## src/hw/rtl/shd_pkg.sv

```systemverilog
// Shared types and constants for the seed-hit diagonal binner.
// Depends on nothing; used by the front, queue, back and top modules.
package shd_pkg;

	// Default depth of the queue between front and back.
	localparam int QUEUE_DEPTH_DEF = 4;

	// Register indexes of the configuration write channel.
	typedef enum logic [2:0] {
		CFG_BAND_WIDTH = 3'd0,
		CFG_MIN_SEEDS  = 3'd1,
		CFG_SPAN_LIMIT = 3'd2,
		CFG_SKIP_SELF  = 3'd3,
		CFG_SINGLE_ARC = 3'd4,
		CFG_QUERY_ID   = 3'd5
	} cfg_reg_t;

	// One closed or evaluated group of hits.
	typedef struct packed {
		logic [30:0] tgt;
		logic        rev;
		logic [30:0] lt;
		logic [30:0] lq;
		logic [30:0] ht;
		logic [30:0] hq;
		logic [30:0] cnt;
	} grp_t;

	// One queue word: the group closed by a hit, then the group ended by a final hit.
	typedef struct packed {
		logic a_vld;
		grp_t a;
		logic b_vld;
		grp_t b;
	} qent_t;

	// Filter settings seen by the back part.
	typedef struct packed {
		logic [30:0] band_width;
		logic [30:0] min_seeds;
		logic [30:0] span_limit;
		logic        skip_self;
		logic        single_arc;
		logic [30:0] query_id;
	} cfg_t;

endpackage

```

## src/hw/rtl/shd_queue.sv

```systemverilog
// Short FIFO of candidate-group words between the front and back parts.
// Depends on shd_pkg for the word type.
module shd_queue #(
	parameter int DEPTH = shd_pkg::QUEUE_DEPTH_DEF
) (
	input  logic          clk,
	input  logic          arst_n,
	input  logic          push,
	input  shd_pkg::qent_t wdata,
	output logic          full,
	input  logic          pop,
	output shd_pkg::qent_t rdata,
	output logic          nempty
);
	localparam int PW = $clog2(DEPTH);
	localparam int CW = $clog2(DEPTH + 1);

	shd_pkg::qent_t mem_q [DEPTH];
	logic [PW-1:0]  wr_ptr_q;
	logic [PW-1:0]  rd_ptr_q;
	logic [CW-1:0]  count_q;
	logic           do_push;
	logic           do_pop;

	assign full    = (count_q == CW'(DEPTH));
	assign nempty  = (count_q != '0);
	assign do_push = push && !full;
	assign do_pop  = pop && nempty;
	assign rdata   = mem_q[rd_ptr_q];

	// Advance pointers and fill count
	always_ff @(posedge clk or negedge arst_n) begin
		if (!arst_n) begin
			wr_ptr_q <= '0;
			rd_ptr_q <= '0;
			count_q  <= '0;
		end else begin
			if (do_push) begin
				wr_ptr_q <= (wr_ptr_q == PW'(DEPTH - 1)) ? '0 : wr_ptr_q + PW'(1);
			end
			if (do_pop) begin
				rd_ptr_q <= (rd_ptr_q == PW'(DEPTH - 1)) ? '0 : rd_ptr_q + PW'(1);
			end
			if (do_push && !do_pop) begin
				count_q <= count_q + CW'(1);
			end else if (do_pop && !do_push) begin
				count_q <= count_q - CW'(1);
			end
		end
	end

	// Store the pushed word
	always_ff @(posedge clk) begin
		if (do_push) begin
			mem_q[wr_ptr_q] <= wdata;
		end
	end

endmodule

```

## src/hw/rtl/shd_front.sv

```systemverilog
// Front part: accepts hits, tracks the open group and queues candidate groups.
// Depends on shd_pkg for the group and queue word types.
module shd_front (
	input  logic           clk,
	input  logic           arst_n,
	input  logic           in_valid,
	output logic           in_ready,
	input  logic [30:0]    target_id,
	input  logic           target_rev,
	input  logic [30:0]    target_pos,
	input  logic [30:0]    query_pos,
	input  logic           final_hit,
	input  logic [30:0]    band_width,
	input  logic           q_full,
	output logic           push,
	output shd_pkg::qent_t push_ent
);
	logic               open_q;
	logic signed [31:0] first_q;
	shd_pkg::grp_t      grp_q;
	shd_pkg::grp_t      nxt;
	logic               acc;
	logic signed [31:0] diag;
	logic signed [32:0] dd;
	logic [32:0]        dd_abs;
	logic               far;
	logic               close;
	logic               start;

	assign in_ready = !q_full;
	assign acc      = in_valid && in_ready;

	// Classify the hit against the open group
	assign diag   = $signed({1'b0, target_pos}) - $signed({1'b0, query_pos});
	assign dd     = $signed({diag[31], diag}) - $signed({first_q[31], first_q});
	assign dd_abs = dd[32] ? (~dd + 33'd1) : dd;
	assign far    = dd_abs > {2'b00, band_width};
	assign close  = open_q && ((target_id != grp_q.tgt) || (target_rev != grp_q.rev) || far);
	assign start  = !open_q || close;

	// Fold the hit into the group it belongs to
	always_comb begin
		nxt = grp_q;
		if (start) begin
			nxt.tgt = target_id;
			nxt.rev = target_rev;
			nxt.lt  = target_pos;
			nxt.lq  = query_pos;
			nxt.ht  = target_pos;
			nxt.hq  = query_pos;
			nxt.cnt = 31'd1;
		end else begin
			if ({target_pos, query_pos} < {grp_q.lt, grp_q.lq}) begin
				nxt.lt = target_pos;
				nxt.lq = query_pos;
			end
			if ({target_pos, query_pos} > {grp_q.ht, grp_q.hq}) begin
				nxt.ht = target_pos;
				nxt.hq = query_pos;
			end
			if (grp_q.cnt != '1) begin
				nxt.cnt = grp_q.cnt + 31'd1;
			end
		end
	end

	// Queue the closed group and the group ended by a final hit
	assign push           = acc && (close || final_hit);
	assign push_ent.a_vld = close;
	assign push_ent.a     = grp_q;
	assign push_ent.b_vld = final_hit;
	assign push_ent.b     = nxt;

	// Hold group-open flag
	always_ff @(posedge clk or negedge arst_n) begin
		if (!arst_n) begin
			open_q <= 1'b0;
		end else if (acc) begin
			open_q <= !final_hit;
		end
	end

	// Hold group contents
	always_ff @(posedge clk) begin
		if (acc) begin
			grp_q <= nxt;
			if (start) begin
				first_q <= diag;
			end
		end
	end

endmodule

```

## src/hw/rtl/shd_back.sv

```systemverilog
// Back part: filters queued groups and presents anchors on the output word.
// Depends on shd_pkg for the group, queue word and filter settings types.
module shd_back (
	input  logic           clk,
	input  logic           arst_n,
	input  shd_pkg::cfg_t  cfg,
	input  shd_pkg::qent_t head,
	input  logic           head_vld,
	output logic           pop,
	output logic           out_valid,
	input  logic           out_ready,
	output logic [30:0]    anchor_target,
	output logic           anchor_rev,
	output logic [30:0]    query_begin,
	output logic [30:0]    query_finish,
	output logic [30:0]    target_begin,
	output logic [30:0]    target_finish,
	output logic [30:0]    seed_total,
	output logic           run_end
);
	// Apply seed count, span and id filters to one group
	function automatic logic grp_pass(shd_pkg::grp_t g, shd_pkg::cfg_t c);
		logic signed [31:0] qspan;
		logic signed [31:0] tspan;
		logic signed [31:0] mspan;
		logic               ok;
		qspan = $signed({1'b0, g.hq}) - $signed({1'b0, g.lq});
		tspan = $signed({1'b0, g.ht}) - $signed({1'b0, g.lt});
		mspan = $signed({1'b0, c.span_limit});
		ok = (g.cnt >= c.min_seeds) && (qspan > mspan) && (tspan > mspan);
		if (c.skip_self && (g.tgt == c.query_id)) begin
			ok = 1'b0;
		end
		if (c.single_arc && !(g.tgt < c.query_id)) begin
			ok = 1'b0;
		end
		return ok;
	endfunction

	logic           vld_s1;
	logic           pa_s1;
	logic           pb_s1;
	shd_pkg::grp_t  a_s1;
	shd_pkg::grp_t  b_s1;
	logic           a_done_q;
	logic           out_vld_q;
	shd_pkg::grp_t  out_q;
	logic           out_end_q;
	logic           pa;
	logic           pb;
	logic           out_load;
	logic           use_b;
	logic           s1_free;
	logic           take;

	assign pa = head.a_vld && grp_pass(head.a, cfg);
	assign pb = head.b_vld && grp_pass(head.b, cfg);

	// Pick the next anchor out of the held stage
	assign use_b    = !pa_s1 || a_done_q;
	assign out_load = vld_s1 && (!out_vld_q || out_ready);
	assign s1_free  = out_load && (use_b || !pb_s1);
	assign take     = head_vld && (!vld_s1 || s1_free);
	assign pop      = take;

	// Advance the filter stage and the output word
	always_ff @(posedge clk or negedge arst_n) begin
		if (!arst_n) begin
			vld_s1    <= 1'b0;
			a_done_q  <= 1'b0;
			out_vld_q <= 1'b0;
		end else begin
			if (take) begin
				vld_s1   <= pa || pb;
				a_done_q <= 1'b0;
			end else if (s1_free) begin
				vld_s1 <= 1'b0;
			end else if (out_load) begin
				a_done_q <= 1'b1;
			end
			if (out_load) begin
				out_vld_q <= 1'b1;
			end else if (out_ready) begin
				out_vld_q <= 1'b0;
			end
		end
	end

	// Hold payload of the filter stage and the output word
	always_ff @(posedge clk) begin
		if (take) begin
			pa_s1 <= pa;
			pb_s1 <= pb;
			a_s1  <= head.a;
			b_s1  <= head.b;
		end
		if (out_load) begin
			out_q     <= use_b ? b_s1 : a_s1;
			out_end_q <= use_b || !pb_s1;
		end
	end

	assign out_valid     = out_vld_q;
	assign anchor_target = out_q.tgt;
	assign anchor_rev    = out_q.rev;
	assign query_begin   = out_q.lq;
	assign query_finish  = out_q.hq;
	assign target_begin  = out_q.lt;
	assign target_finish = out_q.ht;
	assign seed_total    = out_q.cnt;
	assign run_end       = out_end_q;

endmodule

```

## src/hw/rtl/seed_hit_diagonal_binner_top.sv

```systemverilog
// Seed-hit diagonal binner: groups sorted seed hits into diagonal-band anchors.
// An anchor goes from the queue through the filter stage into the output register.
// Throughput: one hit per cycle while the queue is not full; the open-group compare runs
// against registered state. Two anchors of one hit go out in turn; the queue absorbs it.
// Reset: control registers take defaults, no group is open, queue and output are empty.
// Depends on shd_pkg, shd_front, shd_queue and shd_back.
module seed_hit_diagonal_binner_top #(
	parameter int QUEUE_DEPTH = shd_pkg::QUEUE_DEPTH_DEF
) (
	input  logic        clk,
	input  logic        arst_n,
	input  logic        cfg_valid,
	output logic        cfg_ready,
	input  logic [2:0]  cfg_index,
	input  logic [30:0] cfg_data,
	input  logic        in_valid,
	output logic        in_ready,
	input  logic [30:0] target_id,
	input  logic        target_rev,
	input  logic [30:0] target_pos,
	input  logic [30:0] query_pos,
	input  logic        final_hit,
	output logic        out_valid,
	input  logic        out_ready,
	output logic [30:0] anchor_target,
	output logic        anchor_rev,
	output logic [30:0] query_begin,
	output logic [30:0] query_finish,
	output logic [30:0] target_begin,
	output logic [30:0] target_finish,
	output logic [30:0] seed_total,
	output logic        run_end
);
	localparam logic [30:0] BAND_WIDTH_RST = 31'd30;
	localparam logic [30:0] MIN_SEEDS_RST  = 31'd3;

	shd_pkg::cfg_t  cfg_q;
	logic           q_full;
	logic           push;
	shd_pkg::qent_t push_ent;
	logic           pop;
	shd_pkg::qent_t head;
	logic           head_vld;

	assign cfg_ready = 1'b1;

	// Decode register writes
	always_ff @(posedge clk or negedge arst_n) begin
		if (!arst_n) begin
			cfg_q.band_width <= BAND_WIDTH_RST;
			cfg_q.min_seeds  <= MIN_SEEDS_RST;
			cfg_q.span_limit <= '0;
			cfg_q.skip_self  <= 1'b0;
			cfg_q.single_arc <= 1'b0;
			cfg_q.query_id   <= '0;
		end else if (cfg_valid && cfg_ready) begin
			unique case (cfg_index)
				shd_pkg::CFG_BAND_WIDTH: cfg_q.band_width <= cfg_data;
				shd_pkg::CFG_MIN_SEEDS:  cfg_q.min_seeds  <= cfg_data;
				shd_pkg::CFG_SPAN_LIMIT: cfg_q.span_limit <= cfg_data;
				shd_pkg::CFG_SKIP_SELF:  cfg_q.skip_self  <= cfg_data[0];
				shd_pkg::CFG_SINGLE_ARC: cfg_q.single_arc <= cfg_data[0];
				shd_pkg::CFG_QUERY_ID:   cfg_q.query_id   <= cfg_data;
				default: ;
			endcase
		end
	end

	shd_front u_front (
		.clk        (clk),
		.arst_n     (arst_n),
		.in_valid   (in_valid),
		.in_ready   (in_ready),
		.target_id  (target_id),
		.target_rev (target_rev),
		.target_pos (target_pos),
		.query_pos  (query_pos),
		.final_hit  (final_hit),
		.band_width (cfg_q.band_width),
		.q_full     (q_full),
		.push       (push),
		.push_ent   (push_ent)
	);

	shd_queue #(
		.DEPTH (QUEUE_DEPTH)
	) u_queue (
		.clk    (clk),
		.arst_n (arst_n),
		.push   (push),
		.wdata  (push_ent),
		.full   (q_full),
		.pop    (pop),
		.rdata  (head),
		.nempty (head_vld)
	);

	shd_back u_back (
		.clk           (clk),
		.arst_n        (arst_n),
		.cfg           (cfg_q),
		.head          (head),
		.head_vld      (head_vld),
		.pop           (pop),
		.out_valid     (out_valid),
		.out_ready     (out_ready),
		.anchor_target (anchor_target),
		.anchor_rev    (anchor_rev),
		.query_begin   (query_begin),
		.query_finish  (query_finish),
		.target_begin  (target_begin),
		.target_finish (target_finish),
		.seed_total    (seed_total),
		.run_end       (run_end)
	);

endmodule

```

## config.mk

```make
export PLATFORM = sky130hd
export DESIGN_NAME = seed_hit_diagonal_binner_top
export DESIGN_NICKNAME = d
export VERILOG_FILES = /design/src/hw/rtl/shd_pkg.sv /design/src/hw/rtl/shd_queue.sv /design/src/hw/rtl/shd_front.sv /design/src/hw/rtl/shd_back.sv /design/src/hw/rtl/seed_hit_diagonal_binner_top.sv
export SDC_FILE = /design/constraint.sdc
export NUM_CORES = 2
export LEC_CHECK = 0
export BUFFER_PORTS_ARGS = -buffer_cell sky130_fd_sc_hd__buf_2
export CAP_MARGIN = 0
export CORE_MARGIN = 8
export CORE_UTILIZATION = 55
export DETAILED_ROUTE_END_ITERATION = 7
export PLACE_DENSITY = 0.72
export SLEW_MARGIN = 20
export SYNTH_ARGS = -nofsm -noshare
export SYNTH_HDL_FRONTEND = slang
export SYNTH_SLANG_ARGS = --single-unit
```

## constraint.sdc

```tcl
create_clock -name clk -period 19.5 [get_ports clk]
set_input_delay 0.975 -clock clk [delete_from_list [all_inputs] [get_ports clk]]
set_output_delay 0.975 -clock clk [all_outputs]
set_load 0.05 [all_outputs]
```

==> impl_summary.txt <==
----------------------------------------------------
[Clock network]
  Setup bufs post-CTS ... 0
  Sinks on the clock net ... roughly 2,400
  Hold-fix buffers at CTS ... 0
  Clock transition at path regs ... 0.06 ns
  Total CTS buffers ... 234
  Maximum clock insertion buffer count ... 3
  Number of levels in the clock H-tree ... 4
  Resize count post-CTS ... 0
  Root cell of the clock tree ... sky130_fd_sc_hd__clkbuf_16
  Clock latency at the later pin of the worst-skew pair ... around 0.91 ns
  Clock tree from TritonCTS ... done

[Placement]
  Placed insts ... slightly above 9,000
  Count of port buffers added during placement ... 323
  Standard cell area after detailed placement ... around 110,000 µm²
  Detail Placement HPWL ... 192 mm
  Global placer's final weighted congestion ... approximately 0.95

[Synthesis]
  Mapped Cells ... between 6,000 and 7,000
  Share of synthesized area spent on multiplexers ... 11.6%
  Library cell occupying the most area in the post-synthesis netlist ... sky130_fd_sc_hd__edfxtp_1
  Number of enable-type register cells in the synthesized netlist ... approximately 2,300
  Number of warnings issued by yosys ... 0
  Compound-Gate Fraction of Synth Area ... between 5 and 6%
  Dominant synthesized flop cell ... sky130_fd_sc_hd__edfxtp_1
  Dominant combinational cell family by area after synthesis ... multiplexers
  Synthesized netlist net count ... ~7,300
  Post-synthesis register bit count ... ~2,400
  Portion of the post-synthesis area used by sequential elements ... ~67%
  Number of distinct library cells after synthesis ... 94
  Share of the synthesized area in the top cell type ... between 60% and 70%
  Syn Std Cell Area ... 108,000 µm²
  Xor-xnor portion of the synthesized cell area ... between 1.5 and 2%
  Fraction of the mapped netlist area in simple logic gates ... 4.41%
  Mean post-synth cell area ... between 15 and 20 µm²
  Post-synth ARST share ... 5.65%
  Arithmetic-cell share of the synthesized area counting full adders, half adders and majority gates ... between 7 and 8%
  Leading cell types by total area after synthesis ... sky130_fd_sc_hd__edfxtp_1 (64%), sky130_fd_sc_hd__mux4_2 (7.9%), sky130_fd_sc_hd__ha_1 (6.9%), sky130_fd_sc_hd__dfrtp_1 (3.0%), sky130_fd_sc_hd__mux2_2 (2.4%)

[Critical path]
  Arrival time of data at the critical path endpoint ... ~12 ns
  Element type at the critical path start ... input port
  Critical path's largest stage delay ... between 0.8 and 0.9 ns
  Crit path kind ... in2reg
  Cell occurring most often along the worst timing path ... sky130_fd_sc_hd__a21o_1
  Required time of the critical path ... 20.13 ns
  Capturing element type of the critical path ... register
  Slowest cell on crit path ... sky130_fd_sc_hd__a21oi_4
  Crit-path max FO ... 33

[Timing]
  Post-Route Setup TNS ... 0 ns
  Time the worst path needs with I/O delays and setup ... between 10 and 15 ns
  Number of setup violations in the final report ... 0
  Peak Freq ... between 80 and 90 MHz
  Least-Margin Pin Slew ... 1.17 ns
  Final slew viol count ... 0
  Worst clock skew ... 0.0644 ns
  Final number of hold-violating endpoints ... 0
  Setup repair after global routing missed its margin ... no
  Minimum hold slack ... between 0.15 and 0.2 ns
  Relative slew margins ... a little over a fifth
  Final cycle utilization of the critical path ... 58.4%

[GRT]
  Number of global-route vias before repair ... 59,600
  Global routing usage summed across all routing layers ... approximately a quarter
  Wire length of the first global-routing pass ... 404 mm
  Pin count of the biggest net entering global routing ... 138
  Aggregate global routing overflow ... 0
  Number of antenna violations at the first check in global routing ... between 40 and 50

[Die]
  Area of the placeable core ... 195,000 µm²
  Count of boundary I/O pins ... roughly 330
  Horizontal die dimension ... about 460 µm
  Die area ... between 200,000 and 250,000 µm²
  Chip Height ... 458 µm
  Site Rows ... between 150 and 200
  Initial Utilization ... 55.2%

[Detailed routing]
  Routed via count divided by cell count ... slightly above 6
  Total routed wirelength ... 279 mm
  DR DRC count ... 0
  First DRT Iteration DRCs ... between 6,000 and 7,000
  Number of iterations in the first detailed-routing pass ... 5
  Detail-routed net length per standard cell ... 28.5 µm
  Post-DRT Antenna Nets ... 0
  Total number of vias ... 59,900

[Final layout]
  Fraction of final layout cells sized beyond drive strength 1 ... 20.2%
  Area of combinational cells with multiple inputs ... between 30,000 and 40,000 µm²
  Final std cell area, no fill ... 121,000 µm²
  Number of fillers in the final layout ... about 14,000
  Net count reported at finish ... between 7,000 and 8,000
  Filler-free cell count of the finished design ... around 9,800
  Area added between synthesis and finish ... 12.0%
  Total area of sequential cells ... 72,100 µm²

[Run]
  Max-capacitance violation count ... 0

[Run status]
  Outcome ... finished clean

[Pwr]
  Leakage power ... 0.0444 µW
  VDD IR max ... around 0.14 mV
  Power per cell area ... around 180 nW/µm²

[Min path]
  Min-delay worst type ... in2async

----------------------------------------------------
sequential cells by signal, indices dropped and copies added (netlist names), 2 cells and up:
register and count:
u_back.target_begin 31, u_back.b_s1 187, u_back.target_finish 31, u_queue.rd_ptr_q 2, cfg_q 126, u_queue.wr_ptr_q 2
u_back.seed_total 31, u_back.anchor_target 31, u_back.query_finish 31, u_back.query_begin 31, u_queue.mem_q 1504, u_front.first_q 32
u_queue.count_q 3, u_front.push_ent 187, u_back.a_s1 187
worst max-delay path: cells and delay by family:
kind | cells | cell delay (ns)
AO/OA/AOI/OAI | 20 | 5.90
buffers and inverters | 4 | 1.62
multiplexers | 1 | 0.46
XOR/XNOR | 2 | 0.29
AND/OR/NAND/NOR | 11 | 1.69
adder cells (fa/ha/maj) | 3 | 0.93
cell usage in the layout, fill, tap and decap left out, types with 228 or more instances in the layout:
master                         n
sky130_fd_sc_hd__edfxtp_1   2287
sky130_fd_sc_hd__ha_1        597
sky130_fd_sc_hd__inv_1       483
sky130_fd_sc_hd__mux4_2      376
sky130_fd_sc_hd__buf_2       322
sky130_fd_sc_hd__nand2_1     236
sky130_fd_sc_hd__clkbuf_16   234
sky130_fd_sc_hd__o21ai_0     229
sky130_fd_sc_hd__a21oi_1     229
sky130_fd_sc_hd__mux2_2      228
worst paths after layout:
kind	from	end	slack [ns]	cells after the start
max	query_pos[1]	u_front.push_ent[342]	8.11	41
min	arst_n	cfg_q[81]	0.17	1
max reg2reg	u_queue.rd_ptr_q[0]	u_back.vld_s1	9.06	26
min reg2reg	u_front.open_q	u_front.open_q	0.49	2
max in group asynchronous	arst_n	u_queue.rd_ptr_q[0]	17.92	2
min in group clk	target_id[8]	u_front.push_ent[352]	0.35	1
kinds of logic (layout without fill, tap and decap cells):
logic type,count (synthesis),in the layout
compound gates,901,901
xor+xnor,242,242
fa+ha+maj,604,604
buf+inv,681,1317
flops,2424,2424
mux,726,726
other cells,1,25
simple gates,948,948
routing by layer:
layer	routed length (µm)	global-route usage, %
met5	33	0
met4	11000	9.57
met1	113000	36.1
met3	23100	4.80
met2	132000	41.6
layout make-up:
cell class | instances | area share (%)
diodes | 24 | 0.0498
well taps | 2624 | 2.72
inverters | 485 | 1.52
multi-input cells | 3422 | 27.3
flip-flops and latches | 2424 | 59.8
repair buffers | 387 | 1.84
clock inverters | 166 | 1.74
clock buffers | 279 | 5.01
where the power goes:
| group | internal, µW | total [µW] | switching [µW] |
|---|---|---|---|
| clock | 2740 | 4750 | 2010 |
| combinational | 3650 | 9200 | 5550 |
| sequential | 7190 | 7550 | 360 |
| total | 13600 | 21500 | 7920 |
synthesized netlist by cell type (8+ instances only):
cell type,instances
sky130_fd_sc_hd__mux2_2,228
sky130_fd_sc_hd__nor4_1,20
sky130_fd_sc_hd__mux2_4,56
sky130_fd_sc_hd__nor3_1,63
sky130_fd_sc_hd__buf_6,8
sky130_fd_sc_hd__clkbuf_1,117
sky130_fd_sc_hd__edfxtp_1,2287
sky130_fd_sc_hd__nand3_1,79
sky130_fd_sc_hd__mux2i_1,66
sky130_fd_sc_hd__o31ai_1,18
sky130_fd_sc_hd__nor2_1,211
sky130_fd_sc_hd__a211oi_1,24
sky130_fd_sc_hd__o21a_1,46
sky130_fd_sc_hd__a21oi_1,229
sky130_fd_sc_hd__and2_1,22
sky130_fd_sc_hd__o21ai_0,229
sky130_fd_sc_hd__a221oi_1,9
sky130_fd_sc_hd__a2111oi_0,12
sky130_fd_sc_hd__a21boi_0,12
sky130_fd_sc_hd__a31oi_1,23
sky130_fd_sc_hd__xnor2_1,170
sky130_fd_sc_hd__a21o_1,176
sky130_fd_sc_hd__dfrtp_1,131
sky130_fd_sc_hd__buf_1,60
sky130_fd_sc_hd__and3_1,27
sky130_fd_sc_hd__mux4_2,376
sky130_fd_sc_hd__ha_1,597
sky130_fd_sc_hd__xor2_1,72
sky130_fd_sc_hd__o211ai_1,18
sky130_fd_sc_hd__o21bai_1,18
sky130_fd_sc_hd__nand2b_1,51
sky130_fd_sc_hd__nor2b_1,66
sky130_fd_sc_hd__o2111ai_1,10
sky130_fd_sc_hd__or3_1,23
sky130_fd_sc_hd__inv_1,485
sky130_fd_sc_hd__nand2_1,236
sky130_fd_sc_hd__nand4_1,106
metrics by stage:
step | worst slack [ns] | power (µW) | utilization [%]
6_report | 8.11 | 21500 | 61.9
5_1_grt | 7.42 | 22600 | 61.9
4_1_cts | 8.31 | 21500 | 61.8
3_5_place_dp | 7.38 | 16700 | 57.7
3_3_place_gp | 7.55 | 16500 | 57.7
2_1_floorplan | 2.98 | 14100 | -
Note: power is estimated with default switching activity, not from simulation.
